--- config.mk ---
export PLATFORM = sky130hd
export DESIGN_NAME = gr_ctrl
export DESIGN_NICKNAME = d
export VERILOG_FILES = /design/src/rtl/gr_pkg.sv /design/src/rtl/gr_ctrl.sv
export SDC_FILE = /design/constraint.sdc
export NUM_CORES = 1
export LEC_CHECK = 0
export ABC_AREA = 1
export ABC_CLOCK_PERIOD_IN_PS = 3600
export BUFFER_PORTS_ARGS = -buffer_cell sky130_fd_sc_hd__buf_2
export CORE_AREA = 2 2 39 41
export DETAILED_ROUTE_END_ITERATION = 6
export DIE_AREA = 0 0 41 43
export GPL_TIMING_DRIVEN = 0
export HOLD_SLACK_MARGIN = 0.05
export PLACE_DENSITY = 0.85
export SLEW_MARGIN = 20
export SYNTH_ARGS = -nofsm -noshare
export SYNTH_HDL_FRONTEND = slang
export SYNTH_SLANG_ARGS = --single-unit
--- constraint.sdc ---
create_clock -name clock -period 3.6 [get_ports clock]
set_input_delay 0.18 -clock clock [delete_from_list [all_inputs] [get_ports clock]]
set_output_delay 0.18 -clock clock [all_outputs]
set_load 0.02 [all_outputs]
--- src/rtl/gr_pkg.sv ---
package gr_pkg;

   // camera register indexes
   localparam logic [2:0] REG_POS_X   = 3'd0;
   localparam logic [2:0] REG_POS_Y   = 3'd1;
   localparam logic [2:0] REG_DIR_X   = 3'd2;
   localparam logic [2:0] REG_DIR_Y   = 3'd3;
   localparam logic [2:0] REG_PLANE_X = 3'd4;
   localparam logic [2:0] REG_PLANE_Y = 3'd5;
   localparam logic [2:0] REG_MAP_W   = 3'd6;
   localparam logic [2:0] REG_MAP_H   = 3'd7;

   localparam int CSR_IDX_W = 3;
   localparam int POS_W     = 22;
   localparam int VEC_W     = 16;
   localparam int SIZE_W    = 7;
   localparam int CELL_W    = 6;
   localparam int KIND_W    = 2;
   localparam int COL_W     = 10;
   localparam int OUT_W     = 10;

   localparam logic [KIND_W-1:0] CELL_EMPTY = 2'd0;
   localparam logic               REQ_WRITE  = 1'b0;
   localparam logic               REQ_CAST   = 1'b1;

   localparam logic [POS_W-1:0]  POS_X_RST   = 22'd98304;
   localparam logic [POS_W-1:0]  POS_Y_RST   = 22'd98304;
   localparam logic [VEC_W-1:0]  DIR_X_RST   = 16'hC000;
   localparam logic [VEC_W-1:0]  DIR_Y_RST   = 16'h0000;
   localparam logic [VEC_W-1:0]  PLANE_X_RST = 16'h0000;
   localparam logic [VEC_W-1:0]  PLANE_Y_RST = 16'd10813;
   localparam logic [SIZE_W-1:0] MAP_W_RST   = 7'd20;
   localparam logic [SIZE_W-1:0] MAP_H_RST   = 7'd50;

   localparam int DEF_MAP_MAX_W = 64;
   localparam int DEF_MAP_MAX_H = 64;
   localparam int DEF_SCREEN_W  = 800;
   localparam int DEF_SCREEN_H  = 600;

   // fixed point
   localparam int Q14_BITS  = 14;
   localparam int Q16_BITS  = 16;
   localparam int ONE_Q14   = 1 << Q14_BITS;
   localparam int ONE_Q16   = 1 << Q16_BITS;
   localparam int DELTA_SAT = 1 << 30;
   localparam int CAM_SHIFT = Q14_BITS + 1;
   localparam int FRAC_W    = Q16_BITS + 1;

   localparam int CAM_W   = 27;
   localparam int RAY_W   = 30;
   localparam int DELTA_W = 31;
   localparam int SD_W    = 41;
   localparam int COORD_W = 10;
   localparam int MUL_AW  = 18;
   localparam int MUL_BW  = 32;
   localparam int PROD_W  = MUL_AW + MUL_BW;
   localparam int DIV_NW  = 31;
   localparam int DIV_DW  = SD_W;
   localparam int DIV_CW  = $clog2(DIV_NW + 1);

   typedef enum logic [4:0] {
      CMD_NONE,
      CMD_LOAD,
      CMD_DIV_CAM,
      CMD_CAM,
      CMD_MUL_RX,
      CMD_RX,
      CMD_MUL_RY,
      CMD_RY,
      CMD_DIV_DX,
      CMD_DX,
      CMD_DIV_DY,
      CMD_DY,
      CMD_MUL_SX,
      CMD_SX,
      CMD_MUL_SY,
      CMD_SY,
      CMD_STEP,
      CMD_HIT,
      CMD_DIV_LH,
      CMD_RESP
   } cmd_type;

   typedef struct packed {
      cmd_type cmd;
   } ctl_type;

   typedef struct packed {
      logic div_busy;
      logic clear_done;
      logic in_bounds;
      logic probe_hit;
      logic out_free;
   } sts_type;

endpackage

--- src/rtl/gr_ctrl.sv ---
module gr_ctrl import gr_pkg::*; (
   input  logic    clock,
   input  logic    reset,
   input  logic    req_valid,
   input  logic    req_type,
   output logic    req_ready,
   input  sts_type sts,
   output ctl_type ctl
);

   typedef enum logic [4:0] {
      S_CLEAR,
      S_IDLE,
      S_CAM_DIV,
      S_CAM_WAIT,
      S_MRX,
      S_RX,
      S_MRY,
      S_RY,
      S_DX_DIV,
      S_DX_WAIT,
      S_DY_DIV,
      S_DY_WAIT,
      S_MSX,
      S_SX,
      S_MSY,
      S_SY,
      S_WALK,
      S_PROBE,
      S_LH_DIV,
      S_LH_WAIT,
      S_FINISH
   } state_type;

   state_type state_ff, state_in;

   always_comb begin
      state_in = state_ff;
      ctl.cmd  = CMD_NONE;
      case (state_ff)
         S_CLEAR:    if (sts.clear_done) state_in = S_IDLE;
         S_IDLE: begin
            if (req_valid) begin
               ctl.cmd = CMD_LOAD;
               if (req_type == REQ_CAST) state_in = S_CAM_DIV;
            end
         end
         S_CAM_DIV: begin
            ctl.cmd  = CMD_DIV_CAM;
            state_in = S_CAM_WAIT;
         end
         S_CAM_WAIT: begin
            if (!sts.div_busy) begin
               ctl.cmd  = CMD_CAM;
               state_in = S_MRX;
            end
         end
         S_MRX: begin
            ctl.cmd  = CMD_MUL_RX;
            state_in = S_RX;
         end
         S_RX: begin
            ctl.cmd  = CMD_RX;
            state_in = S_MRY;
         end
         S_MRY: begin
            ctl.cmd  = CMD_MUL_RY;
            state_in = S_RY;
         end
         S_RY: begin
            ctl.cmd  = CMD_RY;
            state_in = S_DX_DIV;
         end
         S_DX_DIV: begin
            ctl.cmd  = CMD_DIV_DX;
            state_in = S_DX_WAIT;
         end
         S_DX_WAIT: begin
            if (!sts.div_busy) begin
               ctl.cmd  = CMD_DX;
               state_in = S_DY_DIV;
            end
         end
         S_DY_DIV: begin
            ctl.cmd  = CMD_DIV_DY;
            state_in = S_DY_WAIT;
         end
         S_DY_WAIT: begin
            if (!sts.div_busy) begin
               ctl.cmd  = CMD_DY;
               state_in = S_MSX;
            end
         end
         S_MSX: begin
            ctl.cmd  = CMD_MUL_SX;
            state_in = S_SX;
         end
         S_SX: begin
            ctl.cmd  = CMD_SX;
            state_in = S_MSY;
         end
         S_MSY: begin
            ctl.cmd  = CMD_MUL_SY;
            state_in = S_SY;
         end
         S_SY: begin
            ctl.cmd  = CMD_SY;
            state_in = S_WALK;
         end
         S_WALK: begin
            // leaving the map ends the walk with no hit
            if (sts.in_bounds) begin
               ctl.cmd  = CMD_STEP;
               state_in = S_PROBE;
            end else begin
               state_in = S_FINISH;
            end
         end
         S_PROBE: begin
            if (sts.probe_hit) begin
               ctl.cmd  = CMD_HIT;
               state_in = S_LH_DIV;
            end else begin
               state_in = S_WALK;
            end
         end
         S_LH_DIV: begin
            ctl.cmd  = CMD_DIV_LH;
            state_in = S_LH_WAIT;
         end
         S_LH_WAIT:  if (!sts.div_busy) state_in = S_FINISH;
         S_FINISH: begin
            if (sts.out_free) begin
               ctl.cmd  = CMD_RESP;
               state_in = S_IDLE;
            end
         end
         default:    state_in = S_CLEAR;
      endcase
   end

   always_ff @(posedge clock) begin
      if (reset) begin
         state_ff <= S_CLEAR;
      end else begin
         state_ff <= state_in;
      end
   end

   assign req_ready = (state_ff == S_IDLE);

   a_load_after_clear: assert property (@(posedge clock) disable iff (reset)
      (ctl.cmd == CMD_LOAD) |-> sts.clear_done)
      else $error("transfer taken before map clear finished");

   a_div_free: assert property (@(posedge clock) disable iff (reset)
      (ctl.cmd == CMD_DIV_CAM || ctl.cmd == CMD_DIV_DX || ctl.cmd == CMD_DIV_DY ||
       ctl.cmd == CMD_DIV_LH) |-> !sts.div_busy)
      else $error("divider started while busy");

   a_resp_slot: assert property (@(posedge clock) disable iff (reset)
      (ctl.cmd == CMD_RESP) |-> sts.out_free)
      else $error("result overwrites a pending transfer");

endmodule

* Word-level counts from Yosys, hierarchy flattened *
Cells that the tools add are included.

word-level totals
  bits of input ports = 9
  register bits after elaboration = 5
  logic and storage cells = 50
  output and inout bits = 6

operators by class
  mux-type cells = 19
  eq/ne operators = 28
  reductions and logical operators = 2

operators with widths
  operator                                                          number
  5-bit case mux with 21 select lines                               1
  5-bit case mux with 19 select lines                               1
  5-bit 2-to-1 mux                                                  11
  5-bit by 4-bit == test with 1-bit output (second input constant)  8
  5-bit == test (second input constant)                             5
  5-bit by 3-bit == test with 1-bit output (second input constant)  4
  2-bit inequality test (second input constant)                     8
  5-bit by 2-bit == test with 1-bit output (second input constant)  2
  4-bit 2-to-1 mux                                                  2
  8-bit AND reduction                                               1
  5-bit by 1-bit == test with 1-bit output (second input constant)  1
  5-bit logical NOT                                                 1
  2-bit 2-to-1 mux                                                  2
  3-bit 2-to-1 mux                                                  1
  1-bit 2-to-1 mux                                                  1

* Logic depth before layout (Yosys ltp) *
Gate-level depths: netlist of the first run.

  word-level depth = 3
  depth in mapped cells = 10
  mapped depth without buffers = 10

* Least setup slack after synthesis of the first run *
OpenSTA, ideal clock, no wires.

  path type = register -> output
  start = reg state_ff[3]
  end = out ctl[1] (netlist bit)
  cell stages (with the launch flop) = 9
  setup slack = 2217 ps
  required time = 3420 ps
  path buffers = 1
  data arrival time = 1203 ps
  cells stage by stage = dfxtp_1 buf_4 inv_2 nor2_4 nand2_2 or2_4 o21ai_2 nor2_1 nand3_1

RTL lines
  item                    RTL line        RTL
  from (decl)             gr_ctrl.sv:35   state_type state_ff, state_in;
  from (signal assigned)  gr_ctrl.sv:146  state_ff <= state_in;
  to (decl)               gr_ctrl.sv:8    output ctl_type ctl

==> results of run 1 <==
==> synth_stat cells (2+ instances only) <==
cell type and count:
nand2_1 19, nor2_1 19, inv_1 11, nand3_1 10, nand2_2 8, inv_2 6
dfxtp_1 5, nand4_1 5, nor2_2 4, nor2_4 4, a21oi_1 3, buf_4 3
nor3_1 3, o22ai_1 2
==> routing by layer <==
layer	GRT usage	vias to the layer above
li1	-	393
met1	0.244	319
met2	0.347	25
met3	0.0209	2
met4	0.0800	0
met5	0	-
==> per-stage QoR <==
| step | std cells | hold slack [ps] |
|---|---|---|
| global route | 145 | 235 |
| global placement | 141 | 439 |
| floorplan | 111 | 328 |
| detailed placement | 141 | 448 |
| finish | 145 | 198 |
| CTS | 145 | 200 |
==> where the power goes <==
| group | switching (mW) | internal, mW | leakage, nW |
|---|---|---|---|
| Sequential | 0.0153 | 0.0723 | 0.0412 |
| Combinational | 0.238 | 0.119 | 0.373 |
| Clock | 0.0190 | 0.0417 | 0.0150 |
==> area by class of cell <==
class	instances	area [sq um]	share of cell area
inverters	17	63.8	0.0828
flip-flops and latches	5	100	0.130
repair buffers	14	70.1	0.0909
plain buffers	3	22.5	0.0292
clock buffers	4	26.3	0.0341
well taps	16	20.0	0.0260
multi-input cells	86	468	0.607
==> final timing paths <==
kind                                   from          end  cells past startpoint
worst max register to register  state_ff[0]  state_ff[4]                      7
worst min-delay path                  reset  state_ff[0]                      4
worst max-delay path            state_ff[0]       ctl[1]                      8
worst min register to register  state_ff[1]  state_ff[1]                      4
==> cell families after synthesis <==
logic type,synth area share
AO/OA/AOI/OAI,0.0956
AND/OR/NAND/NOR,0.620
buffers and inverters,0.132
flip-flops,0.153
==> cell usage in the layout (no fill, tap or decap), types with 2 or more instances in the layout <==
master / synthesis / final
clkbuf_4: 0 / 3
nor2_2: 4 / 4
o22ai_1: 2 / 2
inv_2: 6 / 6
a21oi_1: 3 / 3
nor2_1: 19 / 19
inv_1: 11 / 11
nor3_1: 3 / 3
nand2_2: 8 / 8
buf_2: 0 / 14
dfxtp_1: 5 / 5
nor2_4: 4 / 4
nand2_1: 19 / 19
nand3_1: 10 / 10
buf_4: 3 / 3
nand4_1: 5 / 5
==> worst max-delay path: stages (launching register included) <==
cell and delay [ps]:
dfxtp_1 440, nand2_2 110, nor2_4 140, nand2_2 80, or2_4 240, o21ai_2 80, nor2_1 60, nand3_1 70
buf_2 160
==> flow_summary.yaml, run 1 <==
status:
  status: "complete, no violations"
critical_path:
  crit_arrival_ps: 1620
  critPathLaunchType: "flop"
  required_ps: 3420
  cp-end-kind: "output port"
  cp_max_fo: 6
  r2r_slack_ps: 2230
  path_class: "flop to output port"
yosys:
  yosysTopAreaCell: "dfxtp_1"
  synth_cells: 111
  synth_edf_count: 0
  synth_warnings: 0
  netlist_area_sq_um: 654
  synthFlopType: "dfxtp_1"
  async_flop_share: 0
  syn_nets: 120
  synth_cell_types: 23
  synth_seq_cells: 5
  yosys-top-cells-area: "dfxtp_1 (15%), nand2_1 (11%), nor2_1 (11%)"
  avgSynthCellArea_sq_um: 5.90
  ys_seq_area_frac: 0.153
  synth.top_cell.area_share: 0.153
finish:
  largest_reg_flops: 5
  layout-drive-gt1-share: 0.364
  max_flop_register: "state_ff"
  stdcell_area_sq_um: 771
  syn_to_final_growth_pct: 17.8
  reg.largest.list: "state_ff (5)"
  antenna_cells: 0
  fillers: 153
  fin_util: 0.557
  finalNetCount: 139
grt:
  grt_max_degree: 9
  grt_pass1_vias: 633
  grt-ovfl-total: 0
  antenna_found_initial: 0
  grt_first_pass_wirelength_mm: 2.50
  track_usage: 0.203
drt:
  dr_wl_met3_um: 73
  drtIter0Drc: 22
  vias_per_cell: 5.10
  wl_mm: 1.49
  wire_per_inst_um: 10.2
  vias: 739
  ant_nets: 0
  wl_met1_um: 616
  drt-pass1-iter-count: 4
  route.met2.wl_um: 775
  top_layer: "met4"
  drc_errors: 0
floorplanning:
  dieHeight_um: 43
  pin_count: 15
  dieArea_sq_um: 1760
  die_x_um: 41
  start_util: 0.473
  rows: 14
  core_area_sq_um: 1380
sta:
  tightest_slew_ps: 239
  max_freq_ghz: 0.555
  skew_ps: 3.22
  hold_violations: 0
  slew_headroom: 0.841
  period_needed_ps: 1800
  post-route-period-util: 0.500
  rsz0062_at_grt: "no"
  setup_slack_ps: 1800
  drv_slew: 0
  setup_viol: 0
  fin_tns_setup_ps: 0
placement:
  dpl.hpwl_mm: 1.30
  io_buffers: 14
  place_ws_ps: 2050
  placed_area_sq_um: 744
  gp_congestion: 0.832
clock_network:
  hold_buffers: 0
  clkLatencyLatePin_ps: 230
  clock_path_buffers: 2
  cts_resized: 0
  cts-buffers-inserted: 3
  post_cts_buffers: 0
  cts_htree_levels: 1
  clock-root-buffer: "clkbuf_4"
  cts_tree: "built"
  path_clk_slew_ps: 40
  cts_sinks: 5
run:
  maxCapViolCount: 0
power_and_ir_drop:
  irDropWorstVdd_mv: 0.312
  p_per_area_nw_per_um2: 655
  totalPowerFinal_uw: 505
  leakage_nw: 0.429
min_path:
  hold_path.class: "input port to flop"
Power figures use the tool's default switching activity.
==> inputs of run 2 (changes only) <==
ABC_CLOCK_PERIOD_IN_PS = 1450   (was 3600)
CORE_AREA = default   (was 2 2 39 41)
CORE_UTILIZATION = 46   (was default)
DIE_AREA = default   (was 0 0 41 43)
PLACE_DENSITY = 0.83   (was 0.85)
clock period = 1.45 ns   (was 3.6 ns; I/O delays follow)
==> run 2 against run 1 <==
  * The run now ends with setup timing left
  * Global-route usage rose by 5.8 points
  * Critical path type unchanged
  * Combinational power rose to 3.1 times the previous value
  * Worst setup slack got worse by 1900 ps
  * Critical path depth is the same
  * Sequential share of layout area down 1.6 points
  * Clock skew down 2.7 ps
  * Sequential power grew to 2.7 times the previous value
==> flow_summary.yaml, run 2 (synthesis gave the netlist of run 1 again) <==
clock_network:
  path_clk_slew_ps: 40
  hold_buffers: 0
  cts_sinks: 5
  clock_path_buffers: 2
  cts_htree_levels: 1
  cts-buffers-inserted: 3
  clkLatencyLatePin_ps: 230
  cts_tree: "built"
  clock-root-buffer: "clkbuf_4"
placement:
  gp_congestion: 0.913
  dpl.hpwl_mm: 1.32
  place_ws_ps: -46.4
  io_buffers: 14
sta:
  hold_violations: 0
  max_freq_ghz: 0.654
  period_needed_ps: 1530
  post-route-period-util: 1.05
  setup_viol: 4
  setup_slack_ps: -79.4
  drv_slew: 0
  skew_ps: 0.508
  tightest_slew_ps: 301
  rsz0062_at_grt: "yes"
  slew_headroom: 0.799
finish:
  max_flop_register: "state_ff"
  largest_reg_flops: 5
  layout_common_cells: "nor2_1 (19), nand2_1 (17), buf_4 (14)"
  syn_to_final_growth_pct: 48.2
  finalNetCount: 153
  fin_util: 0.736
  antenna_cells: 0
  reg.largest.list: "state_ff (5)"
  layout-drive-gt1-share: 0.490
  final_common_cell: "nor2_1"
drt:
  wire_per_inst_um: 12.2
  route.met2.wl_mm: 1.05
  ant_nets: 0
  dr_wl_met3_um: 53
  wl_met1_um: 824
  drc_errors: 0
  top_layer: "met4"
  drtIter0Drc: 18
  drt-pass1-iter-count: 4
  wl_mm: 1.93
  vias_per_cell: 5.15
  vias: 814
grt:
  track_usage: 0.261
  grt-ovfl-total: 0
  antenna_found_initial: 0
  grt_first_pass_wirelength_mm: 2.78
  grt_pass1_vias: 729
  grt_max_degree: 7
floorplanning:
  die_x_um: 39.7
  dieArea_sq_um: 1580
  core_area_sq_um: 1320
  pin_count: 15
  rows: 13
  start_util: 0.497
  dieHeight_um: 39.7
critical_path:
  cp_common_cell: "buf_6"
  crit_start: "state_ff[4]"
  crit_arrival_ps: 1460
  critPathLaunchType: "flop"
  timing.rr.start: "state_ff[4]"
  cpPeakStageDelay_ps: 310
  cp-end-kind: "output port"
  required_ps: 1380
  cp_max_fo: 5
  path_class: "flop to output port"
  slowest_stage: "dfxtp_2"
  crit_path_cell_trace: "buf_6 -> nor2_4 -> nand2_2 -> or2_4 -> o21ai_2 -> nor2_1 -> nand3_1 -> buf_6"
status:
  violations: "setup timing"
  status: "finished with violations"
power_and_ir_drop:
  power_switching_uw: 766
  p_per_area_nw_per_um2: 1550
  switching_share: 0.511
  irDropWorstVdd_mv: 1.10
  p_int_uw: 734
  leakage_nw: 0.524
  pwr-share-comb: 0.743
  clkPwrFrac: 0.099
  pwr-share-seq: 0.158
min_path:
  min-delay-start: "reset"
  hold_path.class: "input port to flop"
run:
  maxCapViolCount: 0
-- run 2: routing by layer --
metal | vias to the layer above | GRT usage
met4 | 0 | 0.0948
met3 | 2 | 0.0227
met1 | 363 | 0.279
met2 | 28 | 0.512
met5 | - | 0
li1 | 421 | -
-- run 2: per-stage QoR --
step	cells	setup TNS, ps	power [mW]	area [sq um]	hold WS (ps)
floorplan	111	0	0.916	654	221
global placement	140	0	1.08	743	347
detailed placement	140	-68.6	1.10	743	350
CTS	159	-290	1.45	952	98.7
global route	158	-575	1.62	970	121
finish	158	-266	1.50	970	96.8
-- run 2: critical path, delay by kind of cell (launching register included) --
family	cells	cell delay (ps)
AND/OR/NAND/NOR	5	590
buffers and inverters	2	250
AO/OA/AOI/OAI	1	70
flip-flops	1	310
-- run 2: power groups by stage --
stage | Clock (mW) | Sequential [mW] | Combinational, mW
6_report | 0.148 | 0.237 | 1.11
3_3_place_gp | 0 | 0.219 | 0.858
2_1_floorplan | 0 | 0.212 | 0.704
4_1_cts | 0.153 | 0.231 | 1.06
3_5_place_dp | 0 | 0.220 | 0.878
5_1_grt | 0.169 | 0.242 | 1.21
-- run 2: cell type report --
cell class	instances	area, sq um
buffer	2	22.5
clock buffer	4	26.3
fill	107	348
sequential	5	110
inverter	17	66.3
multi-input combinational	86	514
timing repair buffer	29	211
tap	15	18.8
-- run 2: path summary, 6_finish.rpt --
| kind | end | slack (ps) | depth (start not counted) |
|---|---|---|---|
| setup / recovery | ctl[1] | -80 | 8 |
| setup reg to reg | state_ff[2] | 80 | 11 |
| hold reg to reg | state_ff[1] | 580 | 4 |
| hold / removal | state_ff[0] | 100 | 4 |
-- run 2: what timing repair did --
item / in CTS / in global routing
setup endpoints to repair: 4 / 7
resized for setup: 21 / 8
pin swaps: 9 / 7
buffers inserted: 15 / 0
hold endpoints to repair: 0 / 0
